[src/hdl/clmi_pkg.sv]
// Shared codes and types for the color map interpolator.
package clmi_pkg;

    // Position mapping modes
    localparam logic [1:0] MODE_CLIP      = 2'd0;
    localparam logic [1:0] MODE_REPEAT    = 2'd1;
    localparam logic [1:0] MODE_MIRROR    = 2'd2;
    localparam logic [1:0] MODE_DIVERGING = 2'd3;

    // Configuration register indexes
    localparam logic REG_MAPPING_MODE = 1'b0;
    localparam logic REG_STOP_COUNT   = 1'b1;

    // Op codes of an input transaction
    localparam logic OP_LOAD = 1'b0;
    localparam logic OP_MAP  = 1'b1;

    // Quotient bits of the per-channel divider
    localparam int QUO_W = 8;

    // Control from the sequencer to the channel interpolators
    typedef struct packed {
        logic       load;
        logic       mul;
        logic       step;
        logic [2:0] k;
    } lerp_ctl_t;

endpackage

[src/hdl/clmi_lerp.sv]
// One color channel interpolator: multiply, then restoring floor division.
module clmi_lerp #(
    parameter int TW = 18
) (
    input  logic                clk,
    input  clmi_pkg::lerp_ctl_t ctl,
    input  logic [7:0]          a_in,
    input  logic [7:0]          b_in,
    input  logic [TW-1:0]       t_in,
    input  logic [TW-1:0]       den_in,
    output logic [7:0]          result
);
    import clmi_pkg::*;

    localparam int RW = TW + QUO_W;

    logic [7:0]       a_reg;
    logic [7:0]       d_reg;
    logic             neg_reg;
    logic [TW-1:0]    t_reg;
    logic [TW-1:0]    den_reg;
    logic [RW-1:0]    rem_reg;
    logic [QUO_W-1:0] q_reg;
    logic [RW-1:0]    shifted;
    logic             fits;
    logic             neg_next;

    assign neg_next = b_in < a_in;
    assign shifted  = RW'(den_reg) << ctl.k;
    assign fits     = rem_reg >= shifted;

    // Operand load, product, then one quotient bit per cycle
    always_ff @(posedge clk)
    begin
        if (ctl.load)
        begin
            a_reg   <= a_in;
            neg_reg <= neg_next;
            d_reg   <= neg_next ? (a_in - b_in) : (b_in - a_in);
            t_reg   <= t_in;
            den_reg <= den_in;
        end
        if (ctl.mul)
        begin
            rem_reg <= RW'(d_reg) * RW'(t_reg);
            q_reg   <= '0;
        end
        else if (ctl.step && fits)
        begin
            rem_reg        <= rem_reg - shifted;
            q_reg[ctl.k]   <= 1'b1;
        end
    end

    // Floor toward minus infinity on a falling channel
    assign result = neg_reg ? (a_reg - q_reg - {7'b0, (rem_reg != '0)})
                            : (a_reg + q_reg);

endmodule

[config.mk]
export PLATFORM = sky130hd
export DESIGN_NAME = clmi_lerp
export DESIGN_NICKNAME = d
export VERILOG_FILES = /design/src/hdl/clmi_pkg.sv /design/src/hdl/clmi_lerp.sv
export SDC_FILE = /design/constraint.sdc
export NUM_CORES = 1
export LEC_CHECK = 0
export ABC_AREA = 0
export ABC_CLOCK_PERIOD_IN_PS = 5000
export BUFFER_PORTS_ARGS = -buffer_cell sky130_fd_sc_hd__buf_2
export CAP_MARGIN = 20
export CORE_ASPECT_RATIO = 1.4
export CORE_MARGIN = 2
export CORE_UTILIZATION = 40
export DETAILED_ROUTE_END_ITERATION = 12
export PLACE_DENSITY = 0.63
export SLEW_MARGIN = 20
export SYNTH_ARGS = -nofsm -noshare
export SYNTH_HDL_FRONTEND = slang
export SYNTH_SLANG_ARGS = --single-unit
[constraint.sdc]
create_clock -name clk -period 5 [get_ports clk]
set_input_delay 0.5 -clock clk [delete_from_list [all_inputs] [get_ports clk]]
set_output_delay 0.5 -clock clk [all_outputs]
set_load 0.005 [all_outputs]
==> metrics <==
number of buffers inserted by port buffering 66; CTS tree done; Vias/cell 5.13; flip-flop count of the largest register after layout 26; GRT Residual Overflow 0; gp weighted congestion 0.931; pin slew with the least headroom to its limit 0.717 ns; via count of the first global-routing pass 8691; number of flops mapped to enable cells by yosys 79; die height 198 um; worst min path class in -> reg; maximum capacitance violations 0; basic-gate share of the synthesized area counting and, or, nand and nor cells 16.2%; cells taking the most area after synthesis sky130_fd_sc_hd__edfxtp_1, sky130_fd_sc_hd__fa_1, sky130_fd_sc_hd__ha_1; remaining routing DRC violations 0; CTS sink cnt 87; placed instance count 1546; I/O pin count 67; worst clock skew 0.00720 ns; final setup slack of the worst path -0.197 ns; most used standard cells in the synthesized netlist sky130_fd_sc_hd__inv_1, sky130_fd_sc_hd__and2_1, sky130_fd_sc_hd__ha_1; nets in the synthesized netlist 1381; buffer levels on the longest clock path 2; list of cells traversed by the critical path buf_6 -> buf_4 -> buf_6 -> and2_1 -> fa_2 -> fa_1 -> fa_1 -> inv_1 -> fa_2 -> inv_2 -> ha_4 -> a211o_1 -> or2_4 -> nand4_1 -> a31oi_1 -> o21ai_1 -> a21oi_1 -> and4_4 -> or4_4; number of hold-slack violations in the final timing report 0; Post-synth ARST share 0%; Synth Area in XOR/XNOR 4.31%; shortest clock period the worst path allows after layout 5.20 ns; number of antenna cells inserted 0; GR Util All Layers 17.9%; Mapped Cells 1115; antenna violations before repair 0; area share of the largest cell type after synthesis 22.0%; final cell count without fillers 1589; path type of the worst setup path reg -> reg; Crit-path slowest cell sky130_fd_sc_hd__fa_1; utilization after layout 48.1%; Core Rows 71; failing checks negative setup slack; fin. max-slew vios 0; result of the run complete, but fails checks; Worst Setup SP d_reg[3]; DIE WIDTH 143 um; critical path launch point type flip-flop; data required time at the worst endpoint 5.09 ns; startpoint of the lowest-slack hold path den_in[17]; summed instance area of the synthesized netlist 0.0108 mm^2; first-pass GRT wire length 40.8 mm; Core Box Area 0.0267 mm^2; clock edge transition at the registers on the reported setup and hold paths 0.07 ns; Worst Path Arrival 5.29 ns; startpoint of the most critical register-to-register path d_reg[3]; Yosys cell types 67; Yosys Warn Count 0; aggregate routed wire length 24.3 mm; Final Cycle Share 104%; Worst setup EP type flip-flop; number of vias in the routed layout 8147; Placed Area 0.0119 mm^2; clk root buf sky130_fd_sc_hd__clkbuf_16; insertion delay of the later-clocked pin in the worst-skew pair 0.35 ns; number of buffers created by CTS 9; setup repair after global routing missed its margin yes; share of synthesized area spent on multiplexers 5.18%; stage delay of the slowest cell on the critical path 0.55 ns; maximum number of pins on one net before global-route repair 71; share of synthesized area occupied by flip-flops and latches 23.5%; Detail Route Antenna Nets 0; Post-layout nets 1522; most area-hungry cell type in the Yosys netlist sky130_fd_sc_hd__edfxtp_1; cell area after layout 0.0128 mm^2; H-tree level count 3; number of endpoints failing setup at the final stage 4; most frequent cell after synthesis sky130_fd_sc_hd__inv_1; average footprint of a synthesized cell 9.67 um^2; share of the synthesized area in compound gates (AO/OA/AOI/OAI) 12.9%; maximum fanout count along the critical path 4; overall die area 0.0283 mm^2; cts-stage hold buffer count 0; area added between synthesis and finish 18.9%; first drt pass iteration count 4; detailed-placement wirelength estimate 19.3 mm; combinational family with the most area after synthesis adder cells; ratio of cells with drive above 1 in the final layout 20.6%; adder and majority gate portion of the synthesized area 31.1%; initial cell density of the core 40.4%; flip-flop and latch count after synthesis 87; detailed-route wire length per cell 15.3 um; First DRT Iteration DRCs 348; maximum clock rate 192 MHz; Slew Limit Headroom 52.2%; most used flip-flop cell after synthesis sky130_fd_sc_hd__edfxtp_1
==> path summary, 6_finish.rpt <==
kind                      end  slack [ns]  cells after the start
setup / recovery  rem_reg[24]       -0.20                     19
hold / removal    den_reg[17]        0.32                      1
setup reg to reg  rem_reg[24]       -0.20                     19
hold reg to reg      q_reg[3]        0.50                      2
==> layout by cell type (no fill, tap or decap), types with 4 or more instances in the layout <==
cell                        Yosys  final
sky130_fd_sc_hd__a211oi_1      13     11
sky130_fd_sc_hd__a21o_1        25     25
sky130_fd_sc_hd__a21oi_1       53     49
sky130_fd_sc_hd__a21oi_2        0      4
sky130_fd_sc_hd__a31oi_1        6      4
sky130_fd_sc_hd__and2_1       127    117
sky130_fd_sc_hd__and2_4         0     10
sky130_fd_sc_hd__buf_2          1     68
sky130_fd_sc_hd__buf_4          0     79
sky130_fd_sc_hd__buf_6          1     13
sky130_fd_sc_hd__clkbuf_16      0      9
sky130_fd_sc_hd__dfxtp_1        8      8
sky130_fd_sc_hd__edfxtp_1      79     79
sky130_fd_sc_hd__fa_1         102     90
sky130_fd_sc_hd__fa_2           0     12
sky130_fd_sc_hd__ha_1         105     95
sky130_fd_sc_hd__ha_4           0      9
sky130_fd_sc_hd__inv_1        163    157
sky130_fd_sc_hd__inv_2          0      6
sky130_fd_sc_hd__mux2i_1       49     49
sky130_fd_sc_hd__nand2_1       61     60
sky130_fd_sc_hd__nand2b_1      19     19
sky130_fd_sc_hd__nand3_1       11     10
sky130_fd_sc_hd__nand3b_1       4      4
sky130_fd_sc_hd__nand4_1        8      8
sky130_fd_sc_hd__nor2_1        36     34
sky130_fd_sc_hd__nor2b_1       13     13
sky130_fd_sc_hd__nor3_1         5      5
sky130_fd_sc_hd__o21a_1         7      6
sky130_fd_sc_hd__o21ai_0       42     39
sky130_fd_sc_hd__o21ai_1        2      4
sky130_fd_sc_hd__o21bai_1       9      7
sky130_fd_sc_hd__o22ai_1        6      6
sky130_fd_sc_hd__o32ai_1        4      4
sky130_fd_sc_hd__or2_2          5      4
sky130_fd_sc_hd__xnor2_1       31     30
sky130_fd_sc_hd__xor2_1        22     22
==> metal layers <==
metal	vias up	track usage [%]	part of all wire, %	routed length [um]
met5	-	0	0	0
met4	0	6.09	2.8	687
met3	36	2.10	2.1	503
met2	121	33.3	52	12700
met1	3909	21.1	43	10500
li1	4081	-	-	-
==> area by class of cell <==
cell class	instances	area, um^2
Clock inverter	6	92.6
Clock buffer	10	229
Inverter	163	612
Multi-Input combinational cell	835	7860
Sequential cell	87	2530
Timing Repair Buffer	160	1080
Fill cell	2462	13800
Tap cell	328	410
==> through the flow <==
stage          setup slack (ns)  TNS, ns  hold WS, ns
3_3_place_gp             -0.202   -0.476        0.486
3_5_place_dp             -0.299   -0.937        0.493
6_report                 -0.197   -0.308        0.317
5_1_grt                  -0.392    -1.69        0.298
2_1_floorplan           -0.0776  -0.0776        0.445
4_1_cts                  -0.212   -0.212        0.298
==> critical path: cells and delay by family, from the launching register on <==
family                   cells  cell delay [ns]
adder cells (fa/ha/maj)      5             2.10
AO/OA/AOI/OAI                4             0.68
AND/OR/NAND/NOR              5             1.20
buffers and inverters        5             0.50
flip-flops                   1             0.45
==> logic make-up after synthesis <==
logic type | after synthesis
AND/OR/NAND/NOR | 315
AO/OA/AOI/OAI | 207
adder cells (fa/ha/maj) | 207
buffers and inverters | 193
flip-flops | 87
XOR/XNOR | 53
multiplexers | 53
==> repair_timing <==
item	4_1_cts	5_1_grt
gates cloned	1	0
buffers inserted	8	18
resized for setup	31	62
setup endpoints to repair	9	13
pin swaps	24	71
Power is left out: the tool's default activity adds up to more than one toggle a clock period on the data nets, which glitch-free logic cannot reach.
