**src/hdl/clmi_pkg.sv**
```systemverilog
// Shared codes and types for the color map interpolator.
package clmi_pkg;

    // Position mapping modes
    localparam logic [1:0] MODE_CLIP      = 2'd0;
    localparam logic [1:0] MODE_REPEAT    = 2'd1;
    localparam logic [1:0] MODE_MIRROR    = 2'd2;
    localparam logic [1:0] MODE_DIVERGING = 2'd3;

    // Configuration register indexes
    localparam logic REG_MAPPING_MODE = 1'b0;
    localparam logic REG_STOP_COUNT   = 1'b1;

    // Op codes of an input transaction
    localparam logic OP_LOAD = 1'b0;
    localparam logic OP_MAP  = 1'b1;

    // Quotient bits of the per-channel divider
    localparam int QUO_W = 8;

    // Control from the sequencer to the channel interpolators
    typedef struct packed {
        logic       load;
        logic       mul;
        logic       step;
        logic [2:0] k;
    } lerp_ctl_t;

endpackage

```
**src/hdl/clmi_cell.sv**
```systemverilog
// One color stop cell: holds a stop and advances the search token by one slot.
module clmi_cell #(
    parameter int IDX   = 0,
    parameter int IDX_W = 4,
    parameter int CNT_W = 5,
    parameter int PW    = 17,
    parameter int V2W   = 22
) (
    input  logic                  clk,
    input  logic                  rst_n,
    input  logic                  wr_en,
    input  logic [IDX_W-1:0]      wr_idx,
    input  logic [PW-1:0]         wr_pos,
    input  logic [31:0]           wr_color,
    input  logic [CNT_W-1:0]      n,
    input  logic [PW-1:0]         prev_pos,
    input  logic [31:0]           prev_color,
    output logic [PW-1:0]         pos,
    output logic [31:0]           color,
    input  logic                  tin_valid,
    input  logic signed [V2W-1:0] tin_v2,
    input  logic                  tin_found,
    input  logic [PW-1:0]         tin_lp,
    input  logic [31:0]           tin_lc,
    input  logic [PW-1:0]         tin_rp,
    input  logic [31:0]           tin_rc,
    input  logic [PW-1:0]         tin_lastp,
    input  logic [31:0]           tin_lastc,
    output logic                  tout_valid,
    output logic signed [V2W-1:0] tout_v2,
    output logic                  tout_found,
    output logic [PW-1:0]         tout_lp,
    output logic [31:0]           tout_lc,
    output logic [PW-1:0]         tout_rp,
    output logic [31:0]           tout_rc,
    output logic [PW-1:0]         tout_lastp,
    output logic [31:0]           tout_lastc
);
    import clmi_pkg::*;

    logic [PW-1:0]         pos_reg;
    logic [31:0]           color_reg;
    logic                  valid_reg;
    logic signed [V2W-1:0] v2_reg;
    logic                  found_reg;
    logic [PW-1:0]         lp_reg;
    logic [31:0]           lc_reg;
    logic [PW-1:0]         rp_reg;
    logic [31:0]           rc_reg;
    logic [PW-1:0]         lastp_reg;
    logic [31:0]           lastc_reg;
    logic signed [V2W-1:0] pos2;
    logic                  active;
    logic                  hit;
    logic                  is_last;

    // Hold the stop written by a load
    always_ff @(posedge clk)
    begin
        if (wr_en && (wr_idx == IDX_W'(IDX)))
        begin
            pos_reg   <= wr_pos;
            color_reg <= wr_color;
        end
    end

    assign pos   = pos_reg;
    assign color = color_reg;

    // Compare the token against this stop
    assign pos2    = signed'({{(V2W-PW-1){1'b0}}, pos_reg, 1'b0});
    assign active  = tin_valid && (CNT_W'(IDX) < n);
    assign hit     = active && (IDX != 0) && !tin_found && (pos2 > tin_v2);
    assign is_last = active && (CNT_W'(IDX + 1) == n);

    always_ff @(posedge clk or negedge rst_n)
    begin
        if (!rst_n)
        begin
            valid_reg <= 1'b0;
        end
        else
        begin
            valid_reg <= tin_valid;
        end
    end

    // Advance the token, capturing the bracket and the last stop
    always_ff @(posedge clk)
    begin
        v2_reg    <= tin_v2;
        found_reg <= tin_found || hit;
        lp_reg    <= hit ? prev_pos : tin_lp;
        lc_reg    <= hit ? prev_color : tin_lc;
        rp_reg    <= hit ? pos_reg : tin_rp;
        rc_reg    <= hit ? color_reg : tin_rc;
        lastp_reg <= is_last ? pos_reg : tin_lastp;
        lastc_reg <= is_last ? color_reg : tin_lastc;
    end

    assign tout_valid = valid_reg;
    assign tout_v2    = v2_reg;
    assign tout_found = found_reg;
    assign tout_lp    = lp_reg;
    assign tout_lc    = lc_reg;
    assign tout_rp    = rp_reg;
    assign tout_rc    = rc_reg;
    assign tout_lastp = lastp_reg;
    assign tout_lastc = lastc_reg;

endmodule

```
**config.mk**
```make
export PLATFORM = sky130hd
export DESIGN_NAME = clmi_cell
export DESIGN_NICKNAME = d
export VERILOG_FILES = /design/src/hdl/clmi_pkg.sv /design/src/hdl/clmi_cell.sv
export SDC_FILE = /design/constraint.sdc
export NUM_CORES = 1
export LEC_CHECK = 0
export BUFFER_PORTS_ARGS = -buffer_cell sky130_fd_sc_hd__buf_2
export CAP_MARGIN = 15
export CORE_AREA = 2 2 197 199
export CTS_BUF_LIST = sky130_fd_sc_hd__clkbuf_8
export DETAILED_ROUTE_END_ITERATION = 10
export DIE_AREA = 0 0 199 201
export GPL_ROUTABILITY_DRIVEN = 0
export PLACE_DENSITY = 0.38
export SLEW_MARGIN = 10
export SYNTH_ARGS = -nofsm -noshare
export SYNTH_HDL_FRONTEND = slang
export SYNTH_SLANG_ARGS = --single-unit
```
**constraint.sdc**
```tcl
create_clock -name clk -period 1 [get_ports clk]
set_input_delay 0.15 -clock clk [delete_from_list [all_inputs] [get_ports clk]]
set_output_delay 0.15 -clock clk [all_outputs]
set_load 0.02 [all_outputs]
```
==> reports/results.env <==
CRITPATHLAUNCHTYPE='flop'
TIMING.CRITICAL_PATH.TO_TYPE='output port'
LAYOUT_SETUP_WS_PS=-349
GR-USAGE-MET1_PCT=9.98
DIE_AREA_UM2=40000
TIMING.REG2REG.WORST_PATH_DEPTH=2
DETAILED_PLACE_HPWL_UM=15900
FINAL_CORE_UTIL_PCT=34.8
HP-CLASS='input pin to flop'
HTREE_LEVELS=2
MOST_FREQUENT_STANDARD_CELL_IN_THE_LAYOUT_EXCLUDING_FILL_AND_TAP_CELLS='buf_2'
SYNTH_NETS=559
FIRST_PASS_DRT_ITERATIONS=4
PLACE.PORT_BUFFERS=451
STDCELL_COUNT=1554
PATH_CLASS='flop to output port'
CP.ARRIVAL_PS=1200
GRT_START_MAX_NET_PINS=36
CLOCK_PATH_BUFFERS=3
TIMING.MAX_CAP.VIOLATIONS=0
SYNTHDISTINCTLIBCELLS=10
CTS_TREE='built'
SLEW_HEADROOM_PCT=78.4
WORSTREG2REGSTART='color[21]$_DFFE_PP_'
POSTSYNTHCELLCOUNT=278
CRIT_FANOUT=2
CP.BUFFERS_INVERTERS=1
SLACK_OF_THE_WORST_REG_TO_REG_PATH_PS=50
SYN-MEAN-INSTANCE-AREA_UM2=20.0
NUMBER_OF_ANTENNA_VIOLATIONS_AT_THE_FIRST_CHECK_IN_GLOBAL_ROUTING=4
COUNT_OF_WARNINGS_EMITTED_BY_YOSYS=0
PLACE_INST=1247
CTS_MADE_BUFFERS=42
SYNTH.YOSYS.SEQ_AREA_SHARE_PCT=88.3
AVGVIACOUNTPERCELL=3.33
GRT_SETUP_UNREPAIRED='true'
DIE_HEIGHT_UM=201
FINAL_AREA_UM2=13200
GRT_PASS1_VIAS=6026
CLOCK_SKEWS_PS=7.65
R2R-END='tout_lastc[21]$_DFF_P_'
FP.DIEW_UM=199
HIGHEST_COUNT_CELLS_IN_THE_LAYOUT_IGNORING_FILL_AND_TAPS='233 x buf_2, 222 x dlygate4sd3_1, 217 x buf_6, 169 x dfxtp_2, 51 x clkbuf_8'
POST_ROUTE_DRC=0
FIN_HOLD_WS_PS=102
FINALCRITICALPERIOD_PS=1350
FINALCRITPERIODSHARE_PCT=135
GRT_FIRST_PASS_WIRELENGTH_UM=33900
WORST-PATH-STAGES=1
DPL_WORST_SLACK_PS=-489
COREAREA_UM2=38100
SLOWEST_CELL_ON_THE_CRITICAL_PATH='edfxtp_1'
MAX_FREQ_GHz=0.741
NUM-NETS-FINAL=1286
ROOT_BUFFER='clkbuf_8'
GLOBALROUTEOVERFLOWTOTAL=0
TRANSITION_AT_THE_PIN_WITH_THE_SMALLEST_MAX_TRANSITION_SLACK_PS=321
POSTROUTEANTENNANETS=0
DRT-INITIAL-DRC-COUNT=68
SYNTH_TOP_CELL_AREA_SHARE_PCT=61.3
DRIVE_GT1_SHARE_PCT=72.4
GRT_UTIL_ALL_LAYERS_PCT=11.5
POWER.DENSITY_nW_PER_UM2=1610
TIMING.HOLD.WORST_PATH_DEPTH=3
GLOBAL_ROUTE.USAGE.MET3_PCT=5.63
SYNTH_SEQ_CELLS=220
CP_TOP_FAMILY='flip-flops'
CTS.SINK_COUNT=220
WORSTPATHREQUIRED_PS=850
NETLIST_TOP_CELLS_AREA='dfxtp_1 61%, edfxtp_1 27%, mux2_2 7.9%, mux2_4 2.7%, dfrtp_1 0.45%'
SYN2LAYOUT_AREA_GROWTH_PCT=139
SETUP_TOTAL_NEGATIVE_SLACK_PS=-40580
SYNTH_TOP_AREA_CELL='dfxtp_1'
MET2_USAGE_PCT=21.6
NUMBER_OF_HOLD_VIOLATIONS_IN_THE_FINAL_REPORT=0
VDD_IR_DROP_MAX_mV=1.64
DETAIL_ROUTE.WL_PER_CELL_UM=15.0
WORST_SETUP_PATH_STARTPOINT='pos[10]$_DFFE_PP_'
CP_CELL_SEQUENCE='buf_6'
LEAK_PWR_nW=5.89
STARTING_DENSITY_PCT=14.6
NUMBER_OF_MAX_SLEW_VIOLATIONS_IN_THE_FINAL_REPORT=0
GRT_MOST_USED_LAYER='met2'
DPL_CELL_AREA_UM2=8530
ROWS=72
POSTROUTEWIRELENGTH_UM=23300
TOP_LEVEL_PORTS=501
FINALPOWER_mW=21.4
RUN_STATUS='finished with violations'
CLOCK_INSERTION_DELAY_WORST_SKEW_PS=570
CLK_TRANSITION_REPORTED_PATHS_PS=60
POST_SYNTH_INSTANCE_AREA_UM2=5550
VIA_COUNT=5175
DESTINATION_OF_THE_CRITICAL_TIMING_PATH='pos[10]'
WORST_PATH_LARGEST_CELL_DELAY_PS=450
FINAL-SETUP-VIOL-COUNT=220
FAILED_CHECKS='negative setup slack'
## power by group
group          internal, mW  total, mW  leakage [nW]  switching, mW
clock network          4.87       8.77         0.483           3.90
registers              9.58       9.79          1.89          0.213
logic                  1.73       2.80          3.52           1.06
total                  16.2       21.4          5.89           5.18
## synthesized netlist by cell type
cell type,n
nand3_1,1
mux2_4,10
dfxtp_1,170
and2_1,1
nor4_1,2
dfrtp_1,1
edfxtp_1,49
buf_6,2
mux2_2,39
buf_2,3
## timing repair
item	4_1_cts	5_1_grt
endpoints found under the hold margin	221	0
gates cloned	0	0
setup endpoints to repair	220	220
buffers inserted	4	6
hold buffers	222	0
gates resized for setup	593	15
## cells by family (layout without fill, tap and decap cells)
group / Yosys count / after routing / share of synthesized area [%]
buffers and inverters: 5 / 761 / 0.676
other: 0 / 2 / 0
DFF: 220 / 220 / 88.3
and+or+nand+nor: 4 / 4 / 0.428
muxes: 49 / 49 / 10.6
## how the worst min path moves through the flow
stage | startpoint | end | slack [ps]
detailed placement | rst_n | tout_valid$_DFF_PN0_ | -70
global placement | rst_n | tout_valid$_DFF_PN0_ | -70
floorplan | rst_n | tout_valid$_DFF_PN0_ | -150
finish | wr_en | color[15]$_DFFE_PP_ | 100
CTS | wr_en | color[15]$_DFFE_PP_ | 30
global route | wr_en | color[15]$_DFFE_PP_ | 50
## final cells by class
| cell class | count | area [µm²] |
|---|---|---|
| fillers | 3711 | 24900 |
| repair buffers | 688 | 6000 |
| flip-flops and latches | 220 | 5110 |
| clock buffers | 51 | 702 |
| multi-input cells | 53 | 649 |
| well taps | 518 | 648 |
| clock inverters | 22 | 126 |
| diodes | 2 | 5.00 |
## worst register-to-register path: cells and delay by family (launching register included)
kind                   cells  cell delay (ps)
buffers and inverters      1              160
DFF                        1              430
muxes                      1              250
## per-layer routing
| layer | vias to the layer above | wire (µm) |
|---|---|---|
| met3 | 54 | 2410 |
| met4 | 2 | 807 |
| met2 | 317 | 12300 |
| li1 | 2420 | - |
| met1 | 2382 | 7730 |
| met5 | - | 16 |
(Power assumes the default switching activity.)
